**src/rtl/sfmer_pkg.sv**
```systemverilog
package sfmer_pkg;

    localparam int SLOT_COUNT = 64;
    localparam int IDX_W      = (SLOT_COUNT > 1) ? $clog2(SLOT_COUNT) : 1;
    localparam int RUN_W      = 7;

    localparam logic [1:0] ACT_CLEAR  = 2'd0;
    localparam logic [1:0] ACT_MARK   = 2'd1;
    localparam logic [1:0] ACT_REPORT = 2'd2;

    typedef struct packed {
        logic [1:0] action;
        logic [7:0] from_slot;
        logic [7:0] to_slot;
        logic       mark_free;
    } t_in;

    typedef struct packed {
        logic [RUN_W-1:0] run_start;
        logic [RUN_W-1:0] run_length;
        logic             last_run;
    } t_out;

    // controller -> datapath
    typedef struct packed {
        logic clear;
        logic mark;
        logic start;
        logic step;
        logic finish;
    } t_cmd;

    // datapath -> controller
    typedef struct packed {
        logic stall;
        logic at_last;
        logic out_free;
    } t_stat;

endpackage

```
**src/rtl/slot_free_map_with_extent_report_top.sv**
```systemverilog
// Free/used map of 64 slots (numbered 1..64) with a run report. A clear or
// mark-range transaction updates the map when accepted and returns nothing;
// a mark applies to from_slot..to_slot clamped to 1..64, and a reversed
// range changes nothing. A report walks the map one slot per cycle, unless
// the result side stalls the scan, and returns one transaction per maximal
// free run, the last one flagged with last_run; with no free slot it
// returns a single (0, 0, last) result. The input is not taken during a
// report's start, its 64 scan steps and its wrap-up. The result sits in
// an output register, so update transactions are taken while it waits.
module slot_free_map_with_extent_report_top (
    input  logic            i_clk,
    input  logic            i_rst_n,
    input  logic            i_in_valid,
    output logic            o_in_ready,
    input  sfmer_pkg::t_in  i_in_data,
    output logic            o_out_valid,
    input  logic            i_out_ready,
    output sfmer_pkg::t_out o_out_data
);
    import sfmer_pkg::*;

    t_cmd  cmd;
    t_stat stat;

    sfmer_ctrl u_ctrl (
        .i_clk      (i_clk),
        .i_rst_n    (i_rst_n),
        .i_in_valid (i_in_valid),
        .o_in_ready (o_in_ready),
        .i_action   (i_in_data.action),
        .i_stat     (stat),
        .o_cmd      (cmd)
    );

    sfmer_dp u_dp (
        .i_clk       (i_clk),
        .i_rst_n     (i_rst_n),
        .i_cmd       (cmd),
        .i_in_data   (i_in_data),
        .o_stat      (stat),
        .o_out_valid (o_out_valid),
        .i_out_ready (i_out_ready),
        .o_out_data  (o_out_data)
    );

endmodule

```
**src/rtl/sfmer_ctrl.sv**
```systemverilog
module sfmer_ctrl (
    input  logic            i_clk,
    input  logic            i_rst_n,
    input  logic            i_in_valid,
    output logic            o_in_ready,
    input  logic [1:0]      i_action,
    input  sfmer_pkg::t_stat i_stat,
    output sfmer_pkg::t_cmd  o_cmd
);
    import sfmer_pkg::*;

    localparam logic [1:0] ST_IDLE = 2'd0;
    localparam logic [1:0] ST_SCAN = 2'd1;
    localparam logic [1:0] ST_FIN  = 2'd2;

    logic [1:0] r_state;
    logic [1:0] n_state;
    logic       accept;

    assign o_in_ready = (r_state == ST_IDLE);
    assign accept     = i_in_valid && o_in_ready;

    always_comb begin
        n_state = r_state;
        o_cmd   = '0;
        unique case (r_state)
            ST_IDLE: begin
                if (accept) begin
                    o_cmd.clear = (i_action == ACT_CLEAR);
                    o_cmd.mark  = (i_action == ACT_MARK);
                    o_cmd.start = (i_action == ACT_REPORT);
                    if (i_action == ACT_REPORT) begin
                        n_state = ST_SCAN;
                    end
                end
            end
            ST_SCAN: begin
                // hold the scan while a finished run cannot move out
                if (!i_stat.stall) begin
                    o_cmd.step = 1'b1;
                    if (i_stat.at_last) begin
                        n_state = ST_FIN;
                    end
                end
            end
            ST_FIN: begin
                if (i_stat.out_free) begin
                    o_cmd.finish = 1'b1;
                    n_state      = ST_IDLE;
                end
            end
            default: begin
                n_state = ST_IDLE;
            end
        endcase
    end

    always_ff @(posedge i_clk) begin
        if (!i_rst_n) begin
            r_state <= ST_IDLE;
        end else begin
            r_state <= n_state;
        end
    end

endmodule

```
**src/rtl/sfmer_dp.sv**
```systemverilog
module sfmer_dp (
    input  logic             i_clk,
    input  logic             i_rst_n,
    input  sfmer_pkg::t_cmd  i_cmd,
    input  sfmer_pkg::t_in   i_in_data,
    output sfmer_pkg::t_stat o_stat,
    output logic             o_out_valid,
    input  logic             i_out_ready,
    output sfmer_pkg::t_out  o_out_data
);
    import sfmer_pkg::*;

    logic [SLOT_COUNT-1:0] r_free_bits;
    logic [SLOT_COUNT-1:0] mask;
    logic [IDX_W-1:0]      r_idx;
    logic                  r_in_run;
    logic [RUN_W-1:0]      r_run_start;
    logic [RUN_W-1:0]      r_run_len;
    logic                  r_pend_valid;
    logic [RUN_W-1:0]      r_pend_start;
    logic [RUN_W-1:0]      r_pend_len;
    logic                  r_out_valid;
    t_out                  r_out;

    logic                  bit_free;
    logic                  at_last;
    logic                  run_done;
    logic [RUN_W-1:0]      slot_num;
    logic [RUN_W-1:0]      done_start;
    logic [RUN_W-1:0]      done_len;
    logic                  out_free;
    logic                  out_load;

    // range mask: slot i+1 lies within from..to; an empty range gives no bits
    always_comb begin
        for (int i = 0; i < SLOT_COUNT; i++) begin
            mask[i] = (8'(i + 1) >= i_in_data.from_slot)
                   && (8'(i + 1) <= i_in_data.to_slot);
        end
    end

    assign bit_free = r_free_bits[r_idx];
    assign at_last  = (r_idx == IDX_W'(SLOT_COUNT - 1));
    assign slot_num = RUN_W'(r_idx) + RUN_W'(1);
    assign out_free = !r_out_valid || i_out_ready;

    // a run closes on the first used slot after it, or at the last slot
    always_comb begin
        run_done   = 1'b0;
        done_start = r_run_start;
        done_len   = r_run_len;
        if (!bit_free) begin
            run_done = r_in_run;
        end else if (at_last) begin
            run_done   = 1'b1;
            done_start = r_in_run ? r_run_start : slot_num;
            done_len   = r_in_run ? (r_run_len + RUN_W'(1)) : RUN_W'(1);
        end
    end

    assign out_load = i_cmd.finish || (i_cmd.step && run_done && r_pend_valid);

    assign o_stat.stall    = run_done && r_pend_valid && !out_free;
    assign o_stat.at_last  = at_last;
    assign o_stat.out_free = out_free;

    always_ff @(posedge i_clk) begin
        if (!i_rst_n) begin
            r_free_bits  <= '0;
            r_in_run     <= 1'b0;
            r_pend_valid <= 1'b0;
            r_out_valid  <= 1'b0;
            r_idx        <= '0;
        end else begin
            if (out_load) begin
                r_out_valid <= 1'b1;
            end else if (r_out_valid && i_out_ready) begin
                r_out_valid <= 1'b0;
            end
            if (i_cmd.clear) begin
                r_free_bits <= '0;
            end
            if (i_cmd.mark) begin
                if (i_in_data.mark_free) begin
                    r_free_bits <= r_free_bits | mask;
                end else begin
                    r_free_bits <= r_free_bits & ~mask;
                end
            end
            if (i_cmd.start) begin
                r_idx        <= '0;
                r_in_run     <= 1'b0;
                r_pend_valid <= 1'b0;
            end
            if (i_cmd.step) begin
                r_idx <= r_idx + IDX_W'(1);
                if (bit_free) begin
                    if (!r_in_run) begin
                        r_run_start <= slot_num;
                        r_run_len   <= RUN_W'(1);
                    end else begin
                        r_run_len <= r_run_len + RUN_W'(1);
                    end
                end
                r_in_run <= bit_free;
                if (run_done) begin
                    // the pending run is not the last one: send it on
                    if (r_pend_valid) begin
                        r_out <= '{run_start: r_pend_start,
                                   run_length: r_pend_len,
                                   last_run: 1'b0};
                    end
                    r_pend_valid <= 1'b1;
                    r_pend_start <= done_start;
                    r_pend_len   <= done_len;
                end
            end
            if (i_cmd.finish) begin
                r_pend_valid <= 1'b0;
                if (r_pend_valid) begin
                    r_out <= '{run_start: r_pend_start, run_length: r_pend_len,
                               last_run: 1'b1};
                end else begin
                    r_out <= '{run_start: '0, run_length: '0, last_run: 1'b1};
                end
            end
        end
    end

    assign o_out_valid = r_out_valid;
    assign o_out_data  = r_out;

endmodule

```
**config.mk**
```make
export PLATFORM = sky130hd
export DESIGN_NAME = slot_free_map_with_extent_report_top
export DESIGN_NICKNAME = d
export VERILOG_FILES = /design/src/rtl/sfmer_pkg.sv /design/src/rtl/slot_free_map_with_extent_report_top.sv /design/src/rtl/sfmer_ctrl.sv /design/src/rtl/sfmer_dp.sv
export SDC_FILE = /design/constraint.sdc
export NUM_CORES = 1
export LEC_CHECK = 0
export BUFFER_PORTS_ARGS = -buffer_cell sky130_fd_sc_hd__buf_2
export CAP_MARGIN = 20
export CORE_MARGIN = 1.5
export CORE_UTILIZATION = 45
export DETAILED_ROUTE_END_ITERATION = 8
export PLACE_DENSITY = 0.7
export SLEW_MARGIN = 10
export SYNTH_ARGS = -nofsm -noshare
export SYNTH_HDL_FRONTEND = slang
export SYNTH_SLANG_ARGS = --single-unit
```
**constraint.sdc**
```tcl
create_clock -name i_clk -period 6.2 [get_ports i_clk]
set_clock_uncertainty 0.15 [all_clocks]
set_input_delay 0 -clock i_clk [delete_from_list [all_inputs] [get_ports i_clk]]
set_output_delay 0 -clock i_clk [all_outputs]
set_load 0.01 [all_outputs]
```
==> results of run 1 <==
-- final cells by class --
class / count / area (um^2) / share of cell area
Clock buffer: 18 / 429 / 0.0542
Tap cell: 211 / 264 / 0.0333
Multi-Input combinational cell: 585 / 3770 / 0.476
Sequential cell: 118 / 2790 / 0.353
Timing Repair Buffer: 52 / 312 / 0.0393
Inverter: 55 / 206 / 0.0261
Clock inverter: 14 / 143 / 0.0180
-- kinds of logic after synthesis --
kind of cell,Yosys count,share of synthesized area
buffers and inverters,125,0.0700
AO/OA/AOI/OAI,266,0.231
AND/OR/NAND/NOR,274,0.210
adder cells (fa/ha/maj),2,0.00355
flip-flops,118,0.397
multiplexers,37,0.0812
XOR/XNOR,6,0.00746
-- power by group through the flow --
| stage | clock, mW | combinational [mW] | sequential [mW] |
|---|---|---|---|
| floorplan | 0 | 0.110 | 0.819 |
| global placement | 0 | 0.153 | 0.821 |
| detailed placement | 0 | 0.152 | 0.821 |
| CTS | 0.948 | 0.155 | 0.805 |
| global route | 0.986 | 0.174 | 0.805 |
| finish | 0.935 | 0.162 | 0.805 |
-- cells in the final DEF (no fill, tap or decap), drive strengths merged, types with 3 or more instances in the layout --
| cell | netlist | routed |
|---|---|---|
| nand2b | 11 | 11 |
| dfxtp | 75 | 75 |
| a21oi | 81 | 81 |
| nor2b | 37 | 37 |
| a221o | 3 | 3 |
| inv | 55 | 61 |
| o21ai | 63 | 63 |
| xnor2 | 5 | 5 |
| o22ai | 51 | 51 |
| a31oi | 5 | 5 |
| nor3b | 4 | 4 |
| a21boi | 8 | 8 |
| edfxtp | 43 | 43 |
| nand3 | 35 | 35 |
| o2111ai | 3 | 3 |
| mux2 | 18 | 18 |
| o221ai | 5 | 5 |
| clkbuf | 60 | 18 |
| clkinv | 0 | 7 |
| o31ai | 5 | 5 |
| mux4 | 14 | 14 |
| a21o | 3 | 3 |
| nand2 | 46 | 46 |
| or3 | 5 | 5 |
| buf | 10 | 46 |
| mux2i | 5 | 5 |
| nor2 | 39 | 39 |
| o21a | 3 | 3 |
| and3 | 10 | 10 |
| dlygate4sd3 | 0 | 6 |
| nor3 | 12 | 12 |
| and2 | 62 | 62 |
| a22oi | 9 | 9 |
| or2 | 5 | 5 |
| a211o | 3 | 3 |
| o211ai | 10 | 10 |
| o31a | 4 | 4 |
-- per-stage QoR --
stage                      util  hold slack [ns]  instances
final                     0.519           0.0186       1053
after global routing      0.519           0.0783       1053
after CTS                 0.518          0.00536       1051
after detailed placement  0.476            0.258       1013
after global placement    0.476            0.259       1013
after floorplan               -          0.00211        828
-- worst min-delay path: cells and delay by family --
family	cells	cell delay (ns)
simple gates	2	0.32
compound gates	1	0.12
buf+inv	1	0.10
-- metal layers --
metal  track usage  up-vias  part of all wire  wire length (um)
li1              -     2991                 -                 -
met1         0.342     2933              0.46              8920
met2         0.365      277              0.44              8540
met3        0.0601       26             0.081              1560
met4        0.0668        0             0.016               309
met5             0        -                 0                 0
-- worst min path at each step --
| stage | end | cells after the start |
|---|---|---|
| after floorplan | u_dp.r_idx[5] | 2 |
| after global placement | o_out_data[13] | 1 |
| after detailed placement | o_out_data[11] | 1 |
| after CTS | u_dp.r_in_run | 4 |
| after global routing | u_dp.r_free_bits[61] | 4 |
| final | u_dp.r_in_run | 4 |
-- registers in the layout, summed over array words and instances (netlist names) --
name,count
u_dp.r_free_bits,64
u_ctrl.r_state,2
u_dp.r_pend_start,7
u_dp.r_in_run,1
u_dp.r_run_start,7
u_dp.r_idx,6
u_dp.r_pend_valid,1
u_dp.o_out_data,15
u_dp.r_run_len,7
u_dp.o_out_valid,1
u_dp.r_pend_len,7
==> qor.yml, run 1 <==
flow_run:
  maxCapViolations: 0
sta:
  worst_pin_slew_ns: 1.10
  setup_viol: 0
  fmax_ghz: 0.231
  relSlewSlack: 0.267
  rsz0062_at_grt: "no"
  setup_tns_ns: 0
  fin_crit_sh: 0.697
  layout_setup_ws_ns: 1.88
  slew_violations: 0
  hold_viol_final: 0
  period_needed_ns: 4.32
placed_design:
  place_area_um2: 7270
  dp_hpwl_um: 13400
  portBuffers: 39
  preCtsSetupSlack_ns: 1.76
  gp_congestion: 0.966
power_and_ir_drop:
  switchingPower_mw: 0.491
  p_comb_frac: 0.085
  clkPwrFrac: 0.492
  power_density_nw_per_um2: 240
  peakVddDrop_v: 0.000265
  seq_power_share: 0.423
  swShare: 0.258
  p_int_mw: 1.41
  p_total_mw: 1.90
  p_leak_nw: 2.71
routing:
  firstDrtPassIters: 5
  drt_iter0_markers: 900
  routed_wl_um: 19300
  vias: 6227
  ant_nets: 0
  drt-vias-per-instance: 5.91
  routedWlPerCell_um: 18.4
  drc: 0
synthesis:
  avgSynthCellArea_um2: 8.51
  ys_types: 62
  ys.flop_type: "dfxtp_1"
  synth-edff-count: 43
  syn_area_um2: 7040
  synth_nets: 853
  synth_most_common_cell: "a21oi_1"
  ys_seq_elements: 118
  synth-async-reset-ratio: 0
  synth_top_area_frac: 0.213
  synth_cells: 828
  yosys_warnings: 0
  synth_area_leaders: "dfxtp_1 21%, edfxtp_1 18%, a21oi_1 5.7%, and2_1 5.5%, o22ai_1 4.5%"
  synth_commonest_cells: "80 x a21oi_1, 75 x dfxtp_1, 62 x and2_1"
  yosysTopAreaCell: "dfxtp_1"
  yosysSeqAreaShare: 0.397
final_layout:
  syn_to_final_growth_pct: 12.4
  nFillCells: 1415
  final_area_um2: 7920
  fin_nets: 854
  n_antenna_cell: 0
  drive_gt1_frac: 0.137
critical_path:
  critical_path.endpoint: "u_dp.r_pend_start[3]"
  r2r_cells: 8
  crit_type: "register to register"
  path_delay_family: "multiplexers"
  crit_chain: "mux4_2 > mux4_2 > o22ai_1 > nor3_2 > nor2_8 > mux2i_2 > nand2_1 > nor3b_2"
  crit_required_ns: 6.09
  cpMostUsedCell: "mux4_2"
  cp-end-kind: "register"
  cp_data_arrival_time_ns: 4.21
  r2r_slack_ns: 1.88
  worstSetupStartpoint: "u_dp.r_idx[2]"
  slowest_stage: "dfxtp_1"
  r2r-start: "u_dp.r_idx[2]"
  worstPathMaxFanout: 18
  rr_endpoint: "u_dp.r_pend_start[3]"
  path_depth: 8
  cp_num_buf_inv: 0
  cpPeakStageDelay_ns: 0.81
  cp-start-kind: "register"
worst_hold_path:
  hold_path_class: "primary input to register"
  hold_start: "i_in_valid"
clock_tree:
  root_buffer: "clkbuf_16"
  cts_max_level: 4
  clk_pin_slew_ns: 0.06
  postCtsSetupBuffers: 0
  cts_buffers: 17
  clkSinkCount: 118
  cts_tree: "built"
  hold_buffers: 6
  clk_path_buf_depth: 2
  clk_latency_ns: 0.41
  ctsResizeCount: 0
floorplan:
  rows: 45
  die_w_um: 128
  initial_utilization: 0.462
  ioPinCount: 40
  die_y_um: 128
  die-area_um2: 16400
  placeableCoreArea_um2: 15300
grt:
  grt_max_degree: 81
  grt-ovfl-total: 0
  antenna_found_initial: 0
  grt_pass1_vias: 5534
  grt_pass1_wl_um: 30300
  grt_usage: 0.241
status:
  outcome: "finished, final reports clean"
No activity file was read; power rests on OpenSTA's default activity.
==> inputs of run 2 (changes only) <==
clock period = 4.04 ns   (was 6.2 ns; I/O delays follow)
==> qor.yml, run 2 (synthesized netlist as in run 1, its figures left out) <==
final_layout:
  top_register: "u_dp.r_free_bits"
  syn_to_final_growth_pct: 13.8
  layout_commonest_cell: "a21oi_1"
  fin_nets: 865
  drive_gt1_frac: 0.143
  n_antenna_cell: 0
  register_area_um2: 2790
  nFillCells: 1379
  multi_input_area_um2: 3770
  final_cell_mix: "80 x a21oi_1, 75 x dfxtp_1, 62 x and2_1"
  utilization: 0.525
  largest_reg_flops: 64
critical_path:
  r2r_slack_ns: 0.40
  crit_type: "register to register"
  critical_path.endpoint: "u_dp.o_out_data[11]"
  crit_required_ns: 3.93
  cp-end-kind: "register"
  rr_endpoint: "u_dp.o_out_data[11]"
  cp_data_arrival_time_ns: 3.53
  r2r_cells: 9
  cp-start-kind: "register"
  worstPathMaxFanout: 18
  r2r-start: "u_dp.r_idx[0]"
  worstSetupStartpoint: "u_dp.r_idx[0]"
power_and_ir_drop:
  power_density_nw_per_um2: 368
  p_leak_nw: 2.76
  peakVddDrop_v: 0.000343
flow_run:
  maxCapViolations: 0
sta:
  period_needed_ns: 3.64
  relSlewSlack: 0.382
  slew_violations: 0
  setup_viol: 0
  rsz0062_at_grt: "no"
  setup_tns_ns: 0
  fin_crit_sh: 0.901
  fmax_ghz: 0.275
  worst_pin_slew_ns: 0.923
  hold_viol_final: 0
grt:
  grt_pass1_vias: 5663
  grt_pass1_wl_um: 30900
  antenna_found_initial: 0
  grt_usage: 0.243
  grt_max_degree: 56
  grt-ovfl-total: 0
placed_design:
  gp_congestion: 1.04
  dp_hpwl_um: 13300
  portBuffers: 39
floorplan:
  die-area_um2: 16400
  placeableCoreArea_um2: 15300
  initial_utilization: 0.462
  rows: 45
  die_y_um: 128
  ioPinCount: 40
  die_w_um: 128
clock_tree:
  postCtsSetupBuffers: 0
  cts_tree: "built"
  clkSinkCount: 118
  cts_max_level: 4
  clk_latency_ns: 0.41
  root_buffer: "clkbuf_16"
  clk_pin_slew_ns: 0.06
  clk_path_buf_depth: 2
  cts_buffers: 17
routing:
  firstDrtPassIters: 5
  vias: 6207
  drc: 0
  routed_wl_um: 19300
  routedWlPerCell_um: 18.1
  drt-vias-per-instance: 5.83
  drt_iter0_markers: 804
  ant_nets: 0
status:
  outcome: "finished, final reports clean"
worst_hold_path:
  hold_path_class: "primary input to register"
run 2: cell count changes in the layout (fill, tap and decap cells not counted), sizes merged:
cell | previous run | this run
buf | 46 | 54
clkinvlp | 0 | 3
dlygate4sd3 | 6 | 9
inv | 61 | 58
bufinv | 1 | 2
clkbuf | 18 | 17
run 2: layout make-up:
type | instances | share of cell area
timing repair buffer | 63 | 0.0497
inverter | 55 | 0.0258
sequential | 118 | 0.349
multi-input combinational | 585 | 0.471
clock buffer | 17 | 0.0531
tap | 211 | 0.0330
clock inverter | 15 | 0.0191
run 2: where the power goes:
group	internal, mW	leakage, nW	switching [mW]
registers	1.23	1.00	0.00584
clock network	0.907	0.275	0.551
logic	0.0755	1.48	0.175
run 2: worst max-delay path, stage by stage, from the launching register on:
cell	delay, ns
dfxtp_1	0.59
buf_4	0.36
mux4_2	0.54
mux2_2	0.27
o221ai_1	0.21
a21oi_2	0.12
nor2_8	0.18
a21boi_2	0.10
o21ai_1	0.21
and3_1	0.55
run 2: what timing repair did:
| item | in CTS | in global routing |
|---|---|---|
| hold buffers | 9 | 0 |
| resized for setup | 0 | 0 |
| endpoints found under the hold margin | 28 | 0 |
run 2: through the flow:
stage,total power [mW],hold WS (ns),cells,instance area (um^2),setup WS (ns)
global placement,1.49,0.260,1022,7340,0.453
CTS,2.96,0.00475,1063,8000,0.360
detailed placement,1.49,0.257,1022,7340,0.384
global route,3.04,0.109,1064,8010,0.137
floorplan,1.43,0.00211,828,7040,0.00155
finish,2.94,0.0190,1064,8010,0.400
run 2: how the worst min path moves through the flow:
stage,from,to,slack [ns],depth (start not counted)
2_1_floorplan,i_rst_n,u_dp.r_idx[5],0.002,2
3_3_place_gp,u_dp.o_out_data[11],o_out_data[11],0.26,1
3_5_place_dp,u_dp.o_out_data[3],o_out_data[3],0.26,1
4_1_cts,i_in_valid,u_dp.r_in_run,0.005,4
5_1_grt,i_in_valid,u_dp.r_in_run,0.11,4
6_report,i_in_valid,u_dp.r_in_run,0.02,4
run 2: metal layers:
metal,track usage,share of wire,up-vias
met5,0,0,-
met4,0.0793,0.027,0
met3,0.0684,0.10,46
met2,0.361,0.43,311
met1,0.341,0.44,2847
li1,-,-,3003
